### config.mk
export PLATFORM = sky130hd
export DESIGN_NAME = sprite_frame_sequencer_top
export DESIGN_NICKNAME = d
export VERILOG_FILES = /design/src/rtl/sfs_pkg.sv /design/src/rtl/sfs_front.sv /design/src/rtl/sfs_queue.sv /design/src/rtl/sfs_div.sv /design/src/rtl/sfs_back.sv /design/src/rtl/sprite_frame_sequencer_top.sv
export SDC_FILE = /design/constraint.sdc
export NUM_CORES = 1
export LEC_CHECK = 0
export ABC_AREA = 0
export BUFFER_PORTS_ARGS = -buffer_cell sky130_fd_sc_hd__clkbuf_2
export CAP_MARGIN = 20
export CORE_ASPECT_RATIO = 1.4
export CORE_MARGIN = 2
export CORE_UTILIZATION = 45
export CTS_CLUSTER_SIZE = 14
export DETAILED_ROUTE_END_ITERATION = 12
export PLACE_DENSITY = 0.74
export SETUP_SLACK_MARGIN = 0.1
export SKIP_CTS_REPAIR_TIMING = 1
export SLEW_MARGIN = 0
export SYNTH_ARGS = -nofsm -noshare
export SYNTH_HDL_FRONTEND = slang
export SYNTH_SLANG_ARGS = --single-unit
### constraint.sdc
create_clock -name i_clk -period 3.6 [get_ports i_clk]
set_clock_uncertainty 0.05 [all_clocks]
set_input_delay 0.36 -clock i_clk [delete_from_list [all_inputs] [get_ports i_clk]]
set_output_delay 0.36 -clock i_clk [all_outputs]
set_load 0.01 [all_outputs]
### src/rtl/sfs_pkg.sv
// ----------------------------------------------------------------------------
// sfs_pkg
// Shared constants, codes and reset values of the sprite frame sequencer.
// ----------------------------------------------------------------------------
package sfs_pkg;

    // parameter defaults
    localparam int CLIP_DEPTH_DEF = 16;
    localparam int FRAME_BITS_DEF = 10;
    localparam int TIME_BITS_DEF  = 24;

    // fixed field widths
    localparam int FUNC_W      = 2;
    localparam int ENTRY_IDX_W = 4;
    localparam int CLIP_LEN_W  = 5;
    localparam int SHEET_W     = 11;
    localparam int CFG_IDX_W   = 3;
    localparam int OP_W        = 2;

    // words held between the front and the back
    localparam int QUEUE_DEPTH = 4;

    // input function codes
    localparam logic [FUNC_W-1:0] FUNC_TICK    = 2'd0;
    localparam logic [FUNC_W-1:0] FUNC_LOAD    = 2'd1;
    localparam logic [FUNC_W-1:0] FUNC_RESTART = 2'd2;

    // classified operations
    typedef logic [OP_W-1:0] t_op;
    localparam t_op OP_TICK    = 2'd0;
    localparam t_op OP_LOAD    = 2'd1;
    localparam t_op OP_RESTART = 2'd2;
    localparam t_op OP_NOP     = 2'd3;

    // configuration register indexes
    localparam logic [CFG_IDX_W-1:0] CFG_USE_CLIP       = 3'd0;
    localparam logic [CFG_IDX_W-1:0] CFG_LOOP_ENABLE    = 3'd1;
    localparam logic [CFG_IDX_W-1:0] CFG_FRAME_DURATION = 3'd2;
    localparam logic [CFG_IDX_W-1:0] CFG_START_FRAME    = 3'd3;
    localparam logic [CFG_IDX_W-1:0] CFG_END_FRAME      = 3'd4;
    localparam logic [CFG_IDX_W-1:0] CFG_CLIP_LENGTH    = 3'd5;
    localparam logic [CFG_IDX_W-1:0] CFG_SHEET_COLUMNS  = 3'd6;
    localparam logic [CFG_IDX_W-1:0] CFG_SHEET_ROWS     = 3'd7;

    // configuration reset values
    localparam logic                  RST_USE_CLIP    = 1'b0;
    localparam logic                  RST_LOOP_ENABLE = 1'b1;
    localparam int                    RST_DURATION    = 6554;
    localparam logic [CLIP_LEN_W-1:0] RST_CLIP_LENGTH = 5'd1;
    localparam logic [SHEET_W-1:0]    RST_SHEET_SIZE  = 11'd1;

endpackage

### src/rtl/sfs_front.sv
// ----------------------------------------------------------------------------
// sfs_front
// Accepts input words, classifies the function code and pushes one command
// word per item into the queue.
// ----------------------------------------------------------------------------
module sfs_front #(
    parameter int CLIP_DEPTH = sfs_pkg::CLIP_DEPTH_DEF,
    parameter int FRAME_BITS = sfs_pkg::FRAME_BITS_DEF,
    parameter int TIME_BITS  = sfs_pkg::TIME_BITS_DEF
) (
    input  logic                               i_valid,
    output logic                               o_ready,
    input  logic [sfs_pkg::FUNC_W-1:0]         i_func,
    input  logic [TIME_BITS-1:0]               i_tick_time,
    input  logic [sfs_pkg::ENTRY_IDX_W-1:0]    i_entry_index,
    input  logic [FRAME_BITS-1:0]              i_entry_frame,
    input  logic                               i_full,
    output logic                               o_push,
    output logic [sfs_pkg::OP_W+TIME_BITS+sfs_pkg::ENTRY_IDX_W+FRAME_BITS-1:0] o_word
);
    import sfs_pkg::*;

    t_op op;

    always_comb begin
        case (i_func)
            FUNC_TICK:    op = OP_TICK;
            FUNC_LOAD:    op = (32'(i_entry_index) < CLIP_DEPTH) ? OP_LOAD : OP_NOP;
            FUNC_RESTART: op = OP_RESTART;
            default:      op = OP_NOP;
        endcase
    end

    assign o_ready = !i_full;
    assign o_push  = i_valid && !i_full;
    assign o_word  = {op, i_tick_time, i_entry_index, i_entry_frame};

endmodule

### src/rtl/sfs_queue.sv
// ----------------------------------------------------------------------------
// sfs_queue
// Short first-in first-out queue of command words between front and back.
// ----------------------------------------------------------------------------
module sfs_queue #(
    parameter int DATA_W = 40
) (
    input  logic              i_clk,
    input  logic              i_rst_n,
    input  logic              i_push,
    input  logic [DATA_W-1:0] i_data,
    output logic              o_full,
    input  logic              i_pop,
    output logic              o_valid,
    output logic [DATA_W-1:0] o_data
);
    import sfs_pkg::*;

    localparam int PTR_W = (QUEUE_DEPTH > 1) ? $clog2(QUEUE_DEPTH) : 1;
    localparam int CNT_W = $clog2(QUEUE_DEPTH + 1);
    localparam logic [PTR_W-1:0] LAST = PTR_W'(QUEUE_DEPTH - 1);
    localparam logic [CNT_W-1:0] FULL = CNT_W'(QUEUE_DEPTH);

    logic [DATA_W-1:0] r_mem [QUEUE_DEPTH];
    logic [PTR_W-1:0]  r_wr;
    logic [PTR_W-1:0]  r_rd;
    logic [CNT_W-1:0]  r_cnt;
    logic              do_push;
    logic              do_pop;

    assign o_full  = (r_cnt == FULL);
    assign o_valid = (r_cnt != '0);
    assign o_data  = r_mem[r_rd];
    assign do_push = i_push && !o_full;
    assign do_pop  = i_pop && o_valid;

    always_ff @(posedge i_clk) begin
        if (do_push) begin
            r_mem[r_wr] <= i_data;
        end
    end

    always_ff @(posedge i_clk) begin
        if (!i_rst_n) begin
            r_wr  <= '0;
            r_rd  <= '0;
            r_cnt <= '0;
        end else begin
            if (do_push) begin
                r_wr <= (r_wr == LAST) ? '0 : r_wr + 1'b1;
            end
            if (do_pop) begin
                r_rd <= (r_rd == LAST) ? '0 : r_rd + 1'b1;
            end
            if (do_push && !do_pop) begin
                r_cnt <= r_cnt + 1'b1;
            end else if (do_pop && !do_push) begin
                r_cnt <= r_cnt - 1'b1;
            end
        end
    end

endmodule

### src/rtl/sfs_div.sv
// ----------------------------------------------------------------------------
// sfs_div
// Restoring divider, one quotient bit per cycle: frame over column count.
// ----------------------------------------------------------------------------
module sfs_div #(
    parameter int FRAME_BITS = sfs_pkg::FRAME_BITS_DEF
) (
    input  logic                           i_clk,
    input  logic                           i_rst_n,
    input  logic                           i_start,
    input  logic [FRAME_BITS-1:0]          i_dividend,
    input  logic [sfs_pkg::SHEET_W-1:0]    i_divisor,
    output logic                           o_done,
    output logic [FRAME_BITS-1:0]          o_quot,
    output logic [sfs_pkg::SHEET_W-1:0]    o_rem
);
    import sfs_pkg::*;

    localparam int CNT_W = $clog2(FRAME_BITS + 1);
    localparam int REM_W = SHEET_W + 1;

    logic                  r_busy;
    logic                  r_done;
    logic [CNT_W-1:0]      r_cnt;
    logic [SHEET_W-1:0]    r_rem;
    logic [FRAME_BITS-1:0] r_quot;
    logic [SHEET_W-1:0]    r_div;
    logic [REM_W-1:0]      trial;
    logic [REM_W-1:0]      diff;
    logic                  ge;

    // remainder stays below the divisor, so the trial fits one extra bit
    assign trial = {r_rem, r_quot[FRAME_BITS-1]};
    assign ge    = (trial >= {1'b0, r_div});
    assign diff  = ge ? (trial - {1'b0, r_div}) : trial;

    always_ff @(posedge i_clk) begin
        if (!i_rst_n) begin
            r_busy <= 1'b0;
            r_done <= 1'b0;
            r_cnt  <= '0;
        end else begin
            r_done <= 1'b0;
            if (i_start) begin
                r_busy <= 1'b1;
                r_cnt  <= CNT_W'(FRAME_BITS);
            end else if (r_busy) begin
                r_cnt <= r_cnt - 1'b1;
                if (r_cnt == CNT_W'(1)) begin
                    r_busy <= 1'b0;
                    r_done <= 1'b1;
                end
            end
        end
    end

    always_ff @(posedge i_clk) begin
        if (i_start) begin
            r_rem  <= '0;
            r_quot <= i_dividend;
            r_div  <= i_divisor;
        end else if (r_busy) begin
            r_rem  <= diff[SHEET_W-1:0];
            r_quot <= {r_quot[FRAME_BITS-2:0], ge};
        end
    end

    assign o_done = r_done;
    assign o_quot = r_quot;
    assign o_rem  = r_rem;

endmodule

### src/rtl/sfs_back.sv
// ----------------------------------------------------------------------------
// sfs_back
// Carries out queued commands: time accumulation, frame stepping, clip table,
// tile position through the divider, and the result register.
// ----------------------------------------------------------------------------
module sfs_back #(
    parameter int CLIP_DEPTH = sfs_pkg::CLIP_DEPTH_DEF,
    parameter int FRAME_BITS = sfs_pkg::FRAME_BITS_DEF,
    parameter int TIME_BITS  = sfs_pkg::TIME_BITS_DEF
) (
    input  logic                             i_clk,
    input  logic                             i_rst_n,
    input  logic                             i_q_valid,
    input  logic [sfs_pkg::OP_W+TIME_BITS+sfs_pkg::ENTRY_IDX_W+FRAME_BITS-1:0] i_q_data,
    output logic                             o_pop,
    input  logic                             i_use_clip,
    input  logic                             i_loop_enable,
    input  logic [TIME_BITS-1:0]             i_frame_duration,
    input  logic [FRAME_BITS-1:0]            i_start_frame,
    input  logic [FRAME_BITS-1:0]            i_end_frame,
    input  logic [sfs_pkg::CLIP_LEN_W-1:0]   i_clip_length,
    input  logic [sfs_pkg::SHEET_W-1:0]      i_sheet_columns,
    input  logic [sfs_pkg::SHEET_W-1:0]      i_sheet_rows,
    output logic                             o_valid,
    input  logic                             i_ready,
    output logic [FRAME_BITS-1:0]            o_frame_index,
    output logic [FRAME_BITS-1:0]            o_tile_column,
    output logic [FRAME_BITS-1:0]            o_tile_row_flipped,
    output logic                             o_outside_sheet,
    output logic                             o_frame_advanced
);
    import sfs_pkg::*;

    localparam int WORD_W = OP_W + TIME_BITS + ENTRY_IDX_W + FRAME_BITS;
    localparam int POS_W  = (CLIP_DEPTH > 1) ? $clog2(CLIP_DEPTH) : 1;
    localparam int LEN_W  = (POS_W + 1 > CLIP_LEN_W) ? POS_W + 1 : CLIP_LEN_W;
    localparam int EL_W   = TIME_BITS + 1;
    localparam int ROW_W  = (FRAME_BITS > SHEET_W) ? FRAME_BITS : SHEET_W;

    localparam logic [EL_W-1:0]       EL_MAX    = '1;
    localparam logic [LEN_W-1:0]      DEPTH_L   = LEN_W'(CLIP_DEPTH);
    localparam logic [FRAME_BITS-1:0] FRAME_MAX = '1;

    localparam logic [2:0] S_IDLE  = 3'd0;
    localparam logic [2:0] S_STEP  = 3'd1;
    localparam logic [2:0] S_MEM   = 3'd2;
    localparam logic [2:0] S_DIVGO = 3'd3;
    localparam logic [2:0] S_DIVW  = 3'd4;
    localparam logic [2:0] S_OUT   = 3'd5;

    logic [2:0]            r_state;
    logic [EL_W-1:0]       r_elapsed;
    logic [FRAME_BITS-1:0] r_frame;
    logic [POS_W-1:0]      r_pos;
    logic                  r_adv;
    logic [FRAME_BITS-1:0] r_col;
    logic [FRAME_BITS-1:0] r_flip;
    logic                  r_outside;
    logic [FRAME_BITS-1:0] r_clip [CLIP_DEPTH];
    logic [FRAME_BITS-1:0] r_mem_q;

    t_op                    q_op;
    logic [TIME_BITS-1:0]   q_time;
    logic [ENTRY_IDX_W-1:0] q_idx;
    logic [FRAME_BITS-1:0]  q_frame;

    logic [EL_W:0]         sum;
    logic [EL_W-1:0]       sum_sat;
    logic [EL_W-1:0]       dur_ext;
    logic                  reached;
    logic [LEN_W-1:0]      clen;
    logic [LEN_W-1:0]      len_eff;
    logic [LEN_W-1:0]      pos_inc;
    logic [LEN_W-1:0]      pos_next;
    logic [FRAME_BITS:0]   frame_inc;
    logic [FRAME_BITS-1:0] frame_next;
    logic [POS_W-1:0]      rd_addr;
    logic                  mem_we;
    logic                  take;

    logic [SHEET_W-1:0]    divisor;
    logic                  div_done;
    logic [FRAME_BITS-1:0] div_quot;
    logic [SHEET_W-1:0]    div_rem;
    logic [ROW_W-1:0]      row_e;
    logic [ROW_W-1:0]      rows_e;
    logic [ROW_W-1:0]      flip_e;

    assign q_op    = i_q_data[WORD_W-1 -: OP_W];
    assign q_time  = i_q_data[FRAME_BITS+ENTRY_IDX_W +: TIME_BITS];
    assign q_idx   = i_q_data[FRAME_BITS +: ENTRY_IDX_W];
    assign q_frame = i_q_data[FRAME_BITS-1:0];

    assign o_pop = (r_state == S_IDLE);
    assign take  = o_pop && i_q_valid;

    // saturating accumulate of the tick time
    assign sum     = {1'b0, r_elapsed} + (EL_W + 1)'(q_time);
    assign sum_sat = sum[EL_W] ? EL_MAX : sum[EL_W-1:0];
    assign dur_ext = EL_W'(i_frame_duration);
    assign reached = (r_elapsed >= dur_ext);

    // clip position step, wrap or clamp at the end of the clip
    always_comb begin
        clen = LEN_W'(i_clip_length);
        if (clen == '0) begin
            len_eff = LEN_W'(1);
        end else if (clen > DEPTH_L) begin
            len_eff = DEPTH_L;
        end else begin
            len_eff = clen;
        end
        pos_inc = LEN_W'(r_pos) + LEN_W'(1);
        if (pos_inc >= len_eff) begin
            pos_next = i_loop_enable ? '0 : len_eff - LEN_W'(1);
        end else begin
            pos_next = pos_inc;
        end
    end

    // range step, wrap to start or hold the end frame
    always_comb begin
        frame_inc = {1'b0, r_frame} + (FRAME_BITS + 1)'(1);
        if (frame_inc > {1'b0, i_end_frame}) begin
            frame_next = i_loop_enable ? i_start_frame : i_end_frame;
        end else begin
            frame_next = frame_inc[FRAME_BITS-1:0];
        end
    end

    assign rd_addr = (r_state == S_STEP) ? POS_W'(pos_next) : '0;
    assign mem_we  = take && (q_op == OP_LOAD);

    always_ff @(posedge i_clk) begin
        if (mem_we) begin
            r_clip[POS_W'(q_idx)] <= q_frame;
        end
        r_mem_q <= r_clip[rd_addr];
    end

    assign divisor = (i_sheet_columns == '0) ? SHEET_W'(1) : i_sheet_columns;

    sfs_div #(
        .FRAME_BITS (FRAME_BITS)
    ) u_div (
        .i_clk      (i_clk),
        .i_rst_n    (i_rst_n),
        .i_start    (r_state == S_DIVGO),
        .i_dividend (r_frame),
        .i_divisor  (divisor),
        .o_done     (div_done),
        .o_quot     (div_quot),
        .o_rem      (div_rem)
    );

    assign row_e  = ROW_W'(div_quot);
    assign rows_e = ROW_W'(i_sheet_rows);
    assign flip_e = rows_e - ROW_W'(1) - row_e;

    always_ff @(posedge i_clk) begin
        if (!i_rst_n) begin
            r_state   <= S_IDLE;
            r_elapsed <= '0;
            r_frame   <= '0;
            r_pos     <= '0;
            r_adv     <= 1'b0;
        end else begin
            case (r_state)
                S_IDLE: begin
                    if (take) begin
                        r_adv <= 1'b0;
                        case (q_op)
                            OP_TICK: begin
                                r_elapsed <= sum_sat;
                                r_state   <= S_STEP;
                            end
                            OP_RESTART: begin
                                r_elapsed <= '0;
                                r_pos     <= '0;
                                if (i_use_clip) begin
                                    r_state <= S_MEM;
                                end else begin
                                    r_frame <= i_start_frame;
                                    r_state <= S_DIVGO;
                                end
                            end
                            default: begin
                                r_state <= S_DIVGO;
                            end
                        endcase
                    end
                end
                S_STEP: begin
                    if (reached) begin
                        r_elapsed <= r_elapsed - dur_ext;
                        r_adv     <= 1'b1;
                        if (i_use_clip) begin
                            r_pos   <= POS_W'(pos_next);
                            r_state <= S_MEM;
                        end else begin
                            r_frame <= frame_next;
                            r_state <= S_DIVGO;
                        end
                    end else begin
                        r_state <= S_DIVGO;
                    end
                end
                S_MEM: begin
                    r_frame <= r_mem_q;
                    r_state <= S_DIVGO;
                end
                S_DIVGO: begin
                    r_state <= S_DIVW;
                end
                S_DIVW: begin
                    if (div_done) begin
                        r_state <= S_OUT;
                    end
                end
                S_OUT: begin
                    if (i_ready) begin
                        r_state <= S_IDLE;
                    end
                end
                default: begin
                    r_state <= S_IDLE;
                end
            endcase
        end
    end

    // tile position, captured when the divider finishes
    always_ff @(posedge i_clk) begin
        if ((r_state == S_DIVW) && div_done) begin
            r_col <= FRAME_BITS'(div_rem);
            if (row_e >= rows_e) begin
                r_outside <= 1'b1;
                r_flip    <= '0;
            end else begin
                r_outside <= 1'b0;
                r_flip    <= (flip_e > ROW_W'(FRAME_MAX)) ? FRAME_MAX
                                                          : FRAME_BITS'(flip_e);
            end
        end
    end

    assign o_valid            = (r_state == S_OUT);
    assign o_frame_index      = r_frame;
    assign o_tile_column      = r_col;
    assign o_tile_row_flipped = r_flip;
    assign o_outside_sheet    = r_outside;
    assign o_frame_advanced   = r_adv;

endmodule

### src/rtl/sprite_frame_sequencer_top.sv
// ----------------------------------------------------------------------------
// sprite_frame_sequencer_top
// Sprite sheet frame sequencer: plays a frame range or a loaded clip table
// against accumulated time and reports the frame and its tile on the sheet.
//
//   channel  | handshake               | payload
//   ---------+-------------------------+--------------------------------------
//   input    | i_valid / o_ready       | func, tick_time, entry_index,
//            |                         | entry_frame
//   output   | o_valid / i_ready       | frame_index, tile_column,
//            |                         | tile_row_flipped, outside_sheet,
//            |                         | frame_advanced
//   config   | i_cfg_we (no wait)      | i_cfg_idx, i_cfg_data
//
// The back end takes one word at a time through step and clip read as needed,
// divider start, divider wait and output; the bit-serial column divider takes most of the time.
// The front takes words into a queue of four while the back works or waits.
// Reset is synchronous; the clip table is not cleared by it.
// A low i_ready holds the result and stalls the back; the queue then fills.
// ----------------------------------------------------------------------------
module sprite_frame_sequencer_top #(
    parameter int CLIP_DEPTH = sfs_pkg::CLIP_DEPTH_DEF,
    parameter int FRAME_BITS = sfs_pkg::FRAME_BITS_DEF,
    parameter int TIME_BITS  = sfs_pkg::TIME_BITS_DEF
) (
    input  logic                             i_clk,
    input  logic                             i_rst_n,
    input  logic                             i_valid,
    output logic                             o_ready,
    input  logic [sfs_pkg::FUNC_W-1:0]       i_func,
    input  logic [TIME_BITS-1:0]             i_tick_time,
    input  logic [sfs_pkg::ENTRY_IDX_W-1:0]  i_entry_index,
    input  logic [FRAME_BITS-1:0]            i_entry_frame,
    output logic                             o_valid,
    input  logic                             i_ready,
    output logic [FRAME_BITS-1:0]            o_frame_index,
    output logic [FRAME_BITS-1:0]            o_tile_column,
    output logic [FRAME_BITS-1:0]            o_tile_row_flipped,
    output logic                             o_outside_sheet,
    output logic                             o_frame_advanced,
    input  logic                             i_cfg_we,
    input  logic [sfs_pkg::CFG_IDX_W-1:0]    i_cfg_idx,
    input  logic [((TIME_BITS > sfs_pkg::SHEET_W)
                   ? ((TIME_BITS > FRAME_BITS) ? TIME_BITS : FRAME_BITS)
                   : ((sfs_pkg::SHEET_W > FRAME_BITS) ? sfs_pkg::SHEET_W
                                                      : FRAME_BITS))-1:0] i_cfg_data
);
    import sfs_pkg::*;

    localparam int WORD_W = OP_W + TIME_BITS + ENTRY_IDX_W + FRAME_BITS;

    logic                  r_use_clip;
    logic                  r_loop_enable;
    logic [TIME_BITS-1:0]  r_frame_duration;
    logic [FRAME_BITS-1:0] r_start_frame;
    logic [FRAME_BITS-1:0] r_end_frame;
    logic [CLIP_LEN_W-1:0] r_clip_length;
    logic [SHEET_W-1:0]    r_sheet_columns;
    logic [SHEET_W-1:0]    r_sheet_rows;

    logic                  push;
    logic                  full;
    logic [WORD_W-1:0]     push_word;
    logic                  pop;
    logic                  q_valid;
    logic [WORD_W-1:0]     q_word;

    always_ff @(posedge i_clk) begin
        if (!i_rst_n) begin
            r_use_clip       <= RST_USE_CLIP;
            r_loop_enable    <= RST_LOOP_ENABLE;
            r_frame_duration <= TIME_BITS'(RST_DURATION);
            r_start_frame    <= '0;
            r_end_frame      <= '0;
            r_clip_length    <= RST_CLIP_LENGTH;
            r_sheet_columns  <= RST_SHEET_SIZE;
            r_sheet_rows     <= RST_SHEET_SIZE;
        end else if (i_cfg_we) begin
            case (i_cfg_idx)
                CFG_USE_CLIP:       r_use_clip       <= i_cfg_data[0];
                CFG_LOOP_ENABLE:    r_loop_enable    <= i_cfg_data[0];
                CFG_FRAME_DURATION: r_frame_duration <= i_cfg_data[TIME_BITS-1:0];
                CFG_START_FRAME:    r_start_frame    <= i_cfg_data[FRAME_BITS-1:0];
                CFG_END_FRAME:      r_end_frame      <= i_cfg_data[FRAME_BITS-1:0];
                CFG_CLIP_LENGTH:    r_clip_length    <= i_cfg_data[CLIP_LEN_W-1:0];
                CFG_SHEET_COLUMNS:  r_sheet_columns  <= i_cfg_data[SHEET_W-1:0];
                CFG_SHEET_ROWS:     r_sheet_rows     <= i_cfg_data[SHEET_W-1:0];
                default: begin
                end
            endcase
        end
    end

    sfs_front #(
        .CLIP_DEPTH (CLIP_DEPTH),
        .FRAME_BITS (FRAME_BITS),
        .TIME_BITS  (TIME_BITS)
    ) u_front (
        .i_valid       (i_valid),
        .o_ready       (o_ready),
        .i_func        (i_func),
        .i_tick_time   (i_tick_time),
        .i_entry_index (i_entry_index),
        .i_entry_frame (i_entry_frame),
        .i_full        (full),
        .o_push        (push),
        .o_word        (push_word)
    );

    sfs_queue #(
        .DATA_W (WORD_W)
    ) u_queue (
        .i_clk   (i_clk),
        .i_rst_n (i_rst_n),
        .i_push  (push),
        .i_data  (push_word),
        .o_full  (full),
        .i_pop   (pop),
        .o_valid (q_valid),
        .o_data  (q_word)
    );

    sfs_back #(
        .CLIP_DEPTH (CLIP_DEPTH),
        .FRAME_BITS (FRAME_BITS),
        .TIME_BITS  (TIME_BITS)
    ) u_back (
        .i_clk              (i_clk),
        .i_rst_n            (i_rst_n),
        .i_q_valid          (q_valid),
        .i_q_data           (q_word),
        .o_pop              (pop),
        .i_use_clip         (r_use_clip),
        .i_loop_enable      (r_loop_enable),
        .i_frame_duration   (r_frame_duration),
        .i_start_frame      (r_start_frame),
        .i_end_frame        (r_end_frame),
        .i_clip_length      (r_clip_length),
        .i_sheet_columns    (r_sheet_columns),
        .i_sheet_rows       (r_sheet_rows),
        .o_valid            (o_valid),
        .i_ready            (i_ready),
        .o_frame_index      (o_frame_index),
        .o_tile_column      (o_tile_column),
        .o_tile_row_flipped (o_tile_row_flipped),
        .o_outside_sheet    (o_outside_sheet),
        .o_frame_advanced   (o_frame_advanced)
    );

endmodule
After elaboration in Yosys (flattened, before gate mapping)
Memory sizes are Yosys's and may differ from the RTL's. A register that Yosys moved wholly into a read port is not among the register bits.
Index checks and enable logic that the tools add are counted.
- equal/unequal tests: 29
- shift-type cells: 0
- mux-type cells: 55
- $add $sub $neg: 13
- bitwise logic cells: 2
- reductions and logical operators: 36
- $mul: 0
- magnitude comparators: 7
- div/mod/pow operators: 0
- operators with widths (operator ; number):
    $mux W10 ; 10
    $pmux W25 S2 ; 2
    $mux W25 ; 3
    $mux W4 ; 9
    $pmux W10 S3 ; 1
    $add A25 B24 Y26 ; 1
    $ge A25 B24 Y1 ; 1
    $sub A25 B24 Y25 ; 1
    $eq A3 B3 Y1 const B ; 7
    $pmux W3 S6 ; 1
    $reduce_and A2 Y1 ; 8
    $mux W3 ; 5
    $mux W1 ; 13
    $eq A3 B2 Y1 const B ; 4
    $ge A12 B11 Y1 ; 1
    $ne A2 B2 Y1 const B ; 6
    $add A10 B1 Y11 const B ; 1
    $ge A10 B11 Y1 ; 1
    $gt A11 B10 Y1 ; 1
    $gt A11 B10 Y1 const B ; 1
    $logic_not A11 Y1 ; 1
    $mux W11 ; 1
    $sub A11 B1 Y11 const B ; 1
    $sub A11 B10 Y11 ; 1
    other kinds (34) ; 61
- ROM bits: 0
- latch bits: 0
- input bits: 72
- RAM bits: 320
- bits in registers: 182
- memories kept: 2
- word-level logic and storage cells: 170
- memories (memory ; depth ; bits a word ; rd ports ; clocked after memory_dff ; wr ports ; line ; text):
    u_back.r_clip ; 16 ; 10 ; 1 ; 1 ; 1 ; sfs_back.sv:59 ; logic [FRAME_BITS-1:0] r_clip [CLIP_DEPTH];
    u_queue.r_mem ; 4 ; 40 ; 1 ; 1 ; 1 ; sfs_queue.sv:24 ; logic [DATA_W-1:0] r_mem [QUEUE_DEPTH];

Logic depth before layout (Yosys ltp)
- depth after elaboration: 9
- gate-level depth with buffers: 15
- gate-level depth less buffers: 14

Modules after synthesis
Synthesis repeated with hierarchy kept, for this count alone.
- cells, all modules: 2090
- area total of the unflattened synthesis: 25169.1 um^2
- by module, submodules not included (module ; cells each ; times used ; area each (um^2) ; seq. area each (um^2)):
    sfs_back ; 1302 ; 1 ; 13606.8 ; 6496.2
    sfs_queue ; 260 ; 1 ; 6298.5 ; 4984.8
    sprite_frame_sequencer_top ; 275 ; 1 ; 2797.7 ; 1461.4
    sfs_div ; 211 ; 1 ; 2163.3 ; 970.9
    sfs_front ; 42 ; 1 ; 302.8 ; 0.0

Least setup slack after synthesis
Ideal clock, no wire load.
- path type: flip-flop to flip-flop
- start point: reg (tool-made name)
- end point: reg u_back.r_elapsed[24]
- arrival time: 3.816 ns
- cell stages (with the launch flop): 14
- clock period less this slack: 3.954 ns
- setup slack: -0.354 ns
- library setup time: 0.088 ns
- path through: dfxtp_1 > clkbuf_1 > clkbuf_1 > buf_2 > mux4_2 > ha_1 > a21o_1 > a21oi_2 > a2111oi_4 > o211ai_1 > a31oi_1 > nor2_1 > a311o_1 > a311oi_2
- RTL lines (what ; line ; text):
    end signal: assignment ; sfs_back.sv:174 ; r_elapsed <= sum_sat;
    end signal: assignment ; sfs_back.sv:195 ; r_elapsed <= r_elapsed - dur_ext;
    end: declaration ; sfs_back.sv:52 ; logic [EL_W-1:0] r_elapsed;

==> run summary <==
Outcome - finished clean
Synth Instances - 2120
Die height - 280 um
Final net count - 2459
Crit-path max FO - 7
Final setup viols - 0
Cts bufs inserted - 50
Vias - 17400
HP Class - input pin to register
Area post-placement - 26000 sq um
Die ar. - 56400 sq um
Pwr Density - 717 nW/um^2
Mean Syn Cell Area - 11.6 sq um
Final instance area - 28400 sq um
Post-synthesis sequential area ratio - 56.7%
Leakage - 10.5 nW
CP Class - register to register
Post-synth EDFFs - 362
Initial Util - 45.4%
Rows - 101
Residual DRC - 0
Final Cycle Share - 96.6%
CTS tree - built
Place WS - 0.107 ns
Final core utilization - 52.5%
Largest net degree at the start of global routing - 95
# IOs - 106
Bufs and invs on worst path - 1
Final Hold Viols - 0
Rel. slew slack - 29.6%
Synth area leader - edfxtp_1
PortBufs - 105
Most used DFF post-synth - edfxtp_1
Pins Over Slew Limit - 0
Clk sinks - 514
Clock root buffer master - clkbuf_16
Ys Warns - 0
Total congestion overflow - 0
Seq cells post-synth - 514
Worst setup margin - 0.122 ns
Total wire length - 59400 um
Die W - 201 um
Via density - 5.70
Largest delay share family, worst path - compound AO/OA/AOI/OAI gates
Max-Cap Viols - 0
Synth Cell Area - 24500 sq um
CP arrival - 3.94 ns
Crit path required time - 4.06 ns
WL/cell - 19.5 um
Fillers - 4606
Gpl congestion - 0.911
Worst path slowest cell - mux4_2
Post-synth top cells - 362 x edfxtp_1, 278 x nand2_1, 152 x dfxtp_1
Most frequent cell after synthesis - edfxtp_1
DR pass1 iterations - 5
Distinct cells, synth - 88
Min Clock Period, post-route - 3.48 ns
Core area - 54100 sq um
Share of post-route cells with drive strength above 1 - 14.4%
Top-area cell type share of the netlist area - 44.3%
Syn_nets - 2301
Crit path cell chain - buf_12 -> mux4_2 -> ha_1 -> a21oi_1 -> nand4b_1 -> a2111oi_4 -> o211ai_1 -> a31oi_4 -> nor2_1 -> a311o_1 -> a311oi_2
HPWL after DPL - 40700 um
Worst-Skew Late Latency - 0.61 ns
CP Launch Type - register
Antenna violations before repair - 2
Asr flop ratio synth - 0%
H-tree levels - 2
Max VDD drop - 0.418 mV
Max stage delay on crit path - 0.51 ns
Number of global-route vias before repair - 16900
Total track usage - 20.3%
Initial DRC count - 1501
CTS clk-pin slew, worst paths - 0.06 ns
Global-route wire length before repair - 90700 um
Largest buffer count on any clock path - 3
Fmax - 0.288 GHz
Post-DRT Antenna Nets - 0
Worst Tran Pin Value - 1.06 ns
Area Growth Syn to Fin - 15.7%
RSZ-0062 raised after global routing - true
Critical path endpoint category - register
Top post-synthesis cells by area - edfxtp_1 44%, dfxtp_1 12%, ha_1 5.3%, nand2_1 4.3%, mux4_2 3.7%
[per-layer routing]
layer,global-route usage [%],vias up,wire (um)
met5,0,-,0
met4,8.39,0,2240
met3,3.54,138,3290
met2,36.0,538,30100
met1,24.2,8507,23700
li1,-,8171,-
[flip-flops by register name (all words and copies together), names as in the netlist, 3 cells and up, named ones only]
register                   flops
u_back.r_elapsed              25
u_back.u_div.o_rem            11
u_back.o_tile_column          10
u_queue.r_mem                160
u_back.u_div.o_quot           10
u_back.o_frame_index          10
u_back.r_pos                   4
u_back.u_div.r_cnt             4
r_sheet_columns               11
r_end_frame                   10
r_frame_duration              24
u_back.r_mem_q                10
u_back.o_tile_row_flipped     10
r_clip_length                  5
u_queue.r_cnt                  3
u_back.r_state                 3
r_start_frame                 10
u_back.r_clip                160
r_sheet_rows                  11
u_back.u_div.r_div            11
[cell type report]
type / instances / area [sq um] / share of cell area [%]
sequential: 514 / 13900 / 49.0
clock inverter: 21 / 278 / 0.979
tap: 721 / 902 / 3.18
timing repair buffer: 218 / 1640 / 5.78
multi-input combinational: 1388 / 9850 / 34.7
clock buffer: 73 / 1390 / 4.89
inverter: 106 / 398 / 1.40
antenna: 2 / 5.00 / 0.0176
[power by group]
part	internal, mW	total (mW)	switching (mW)	leakage (nW)
Combinational	2.95	7.39	4.45	5.12
Clock	3.06	5.31	2.25	0.806
Sequential	7.22	7.64	0.423	4.55
[cell families after synthesis]
| logic type | count (synthesis) | synth area share, % |
|---|---|---|
| buf+inv | 220 | 3.61 |
| flops | 514 | 56.7 |
| compound gates | 537 | 14.9 |
| xor+xnor | 61 | 2.18 |
| fa+ha+maj | 109 | 5.71 |
| mux | 89 | 5.74 |
| simple gates | 590 | 11.2 |
[through the flow]
step	TNS (ns)	total power, mW	cells	hold WS [ns]
3_3_place_gp	0	14.5	2886	0.390
4_1_cts	0	20.1	2981	-0.103
5_1_grt	-0.104	21.4	3043	0.0293
3_5_place_dp	0	14.8	2887	0.393
6_report	0	20.3	3043	0.00383
2_1_floorplan	0	12.9	2120	0.371
[worst paths after layout]
| check | start | endpoint | slack [ns] | depth (start not counted) |
|---|---|---|---|---|
| max | register | u_back.r_elapsed[24]$_SDFFE_PN0P_ | 0.12 | 11 |
| min | i_cfg_data[23] | r_frame_duration[23]$_SDFFE_PN0P_ | 0.004 | 3 |
| max reg2reg | register | u_back.r_elapsed[24]$_SDFFE_PN0P_ | 0.12 | 11 |
| min reg2reg | r_sheet_columns[5]$_SDFFE_PN0P_ | u_back.u_div.r_div[5]$_SDFFCE_PN0P_ | 0.41 | 0 |
[worst register-to-register path: stages (launching register included)]
cell and delay (ns):
dfxtp_4 0.40, buf_12 0.15, mux4_2 0.52, ha_1 0.29, a21oi_1 0.08, nand4b_1 0.32
a2111oi_4 0.42, o211ai_1 0.19, a31oi_4 0.31, nor2_1 0.07, a311o_1 0.33, a311oi_2 0.25
[placed cells by master, fill, tap and decap left out, types with 6 or more instances in the layout]
cell type / n
a22oi_1: 13
nor2_2: 6
and2_1: 8
clkbuf_1: 18
a32oi_1: 20
nor2b_1: 32
a21boi_0: 67
a211oi_1: 38
or2_2: 8
o21ai_0: 84
xor2_1: 20
clkbuf_16: 52
nor3_1: 26
o21ai_1: 35
nand3_1: 36
dlygate4sd3_1: 52
or3_1: 7
nand2_1: 278
nand2b_1: 16
o21a_1: 23
and3_1: 38
ha_1: 104
xnor2_1: 41
edfxtp_1: 362
inv_1: 106
o31ai_1: 7
dfxtp_1: 150
a21oi_1: 84
o211ai_1: 39
mux4_2: 40
a31oi_1: 43
buf_4: 51
nand4_1: 12
o2111a_1: 12
mux2i_1: 46
nor2_1: 88
clkbuf_2: 104
a21o_1: 24
No activity file was read; power rests on OpenSTA's default activity.
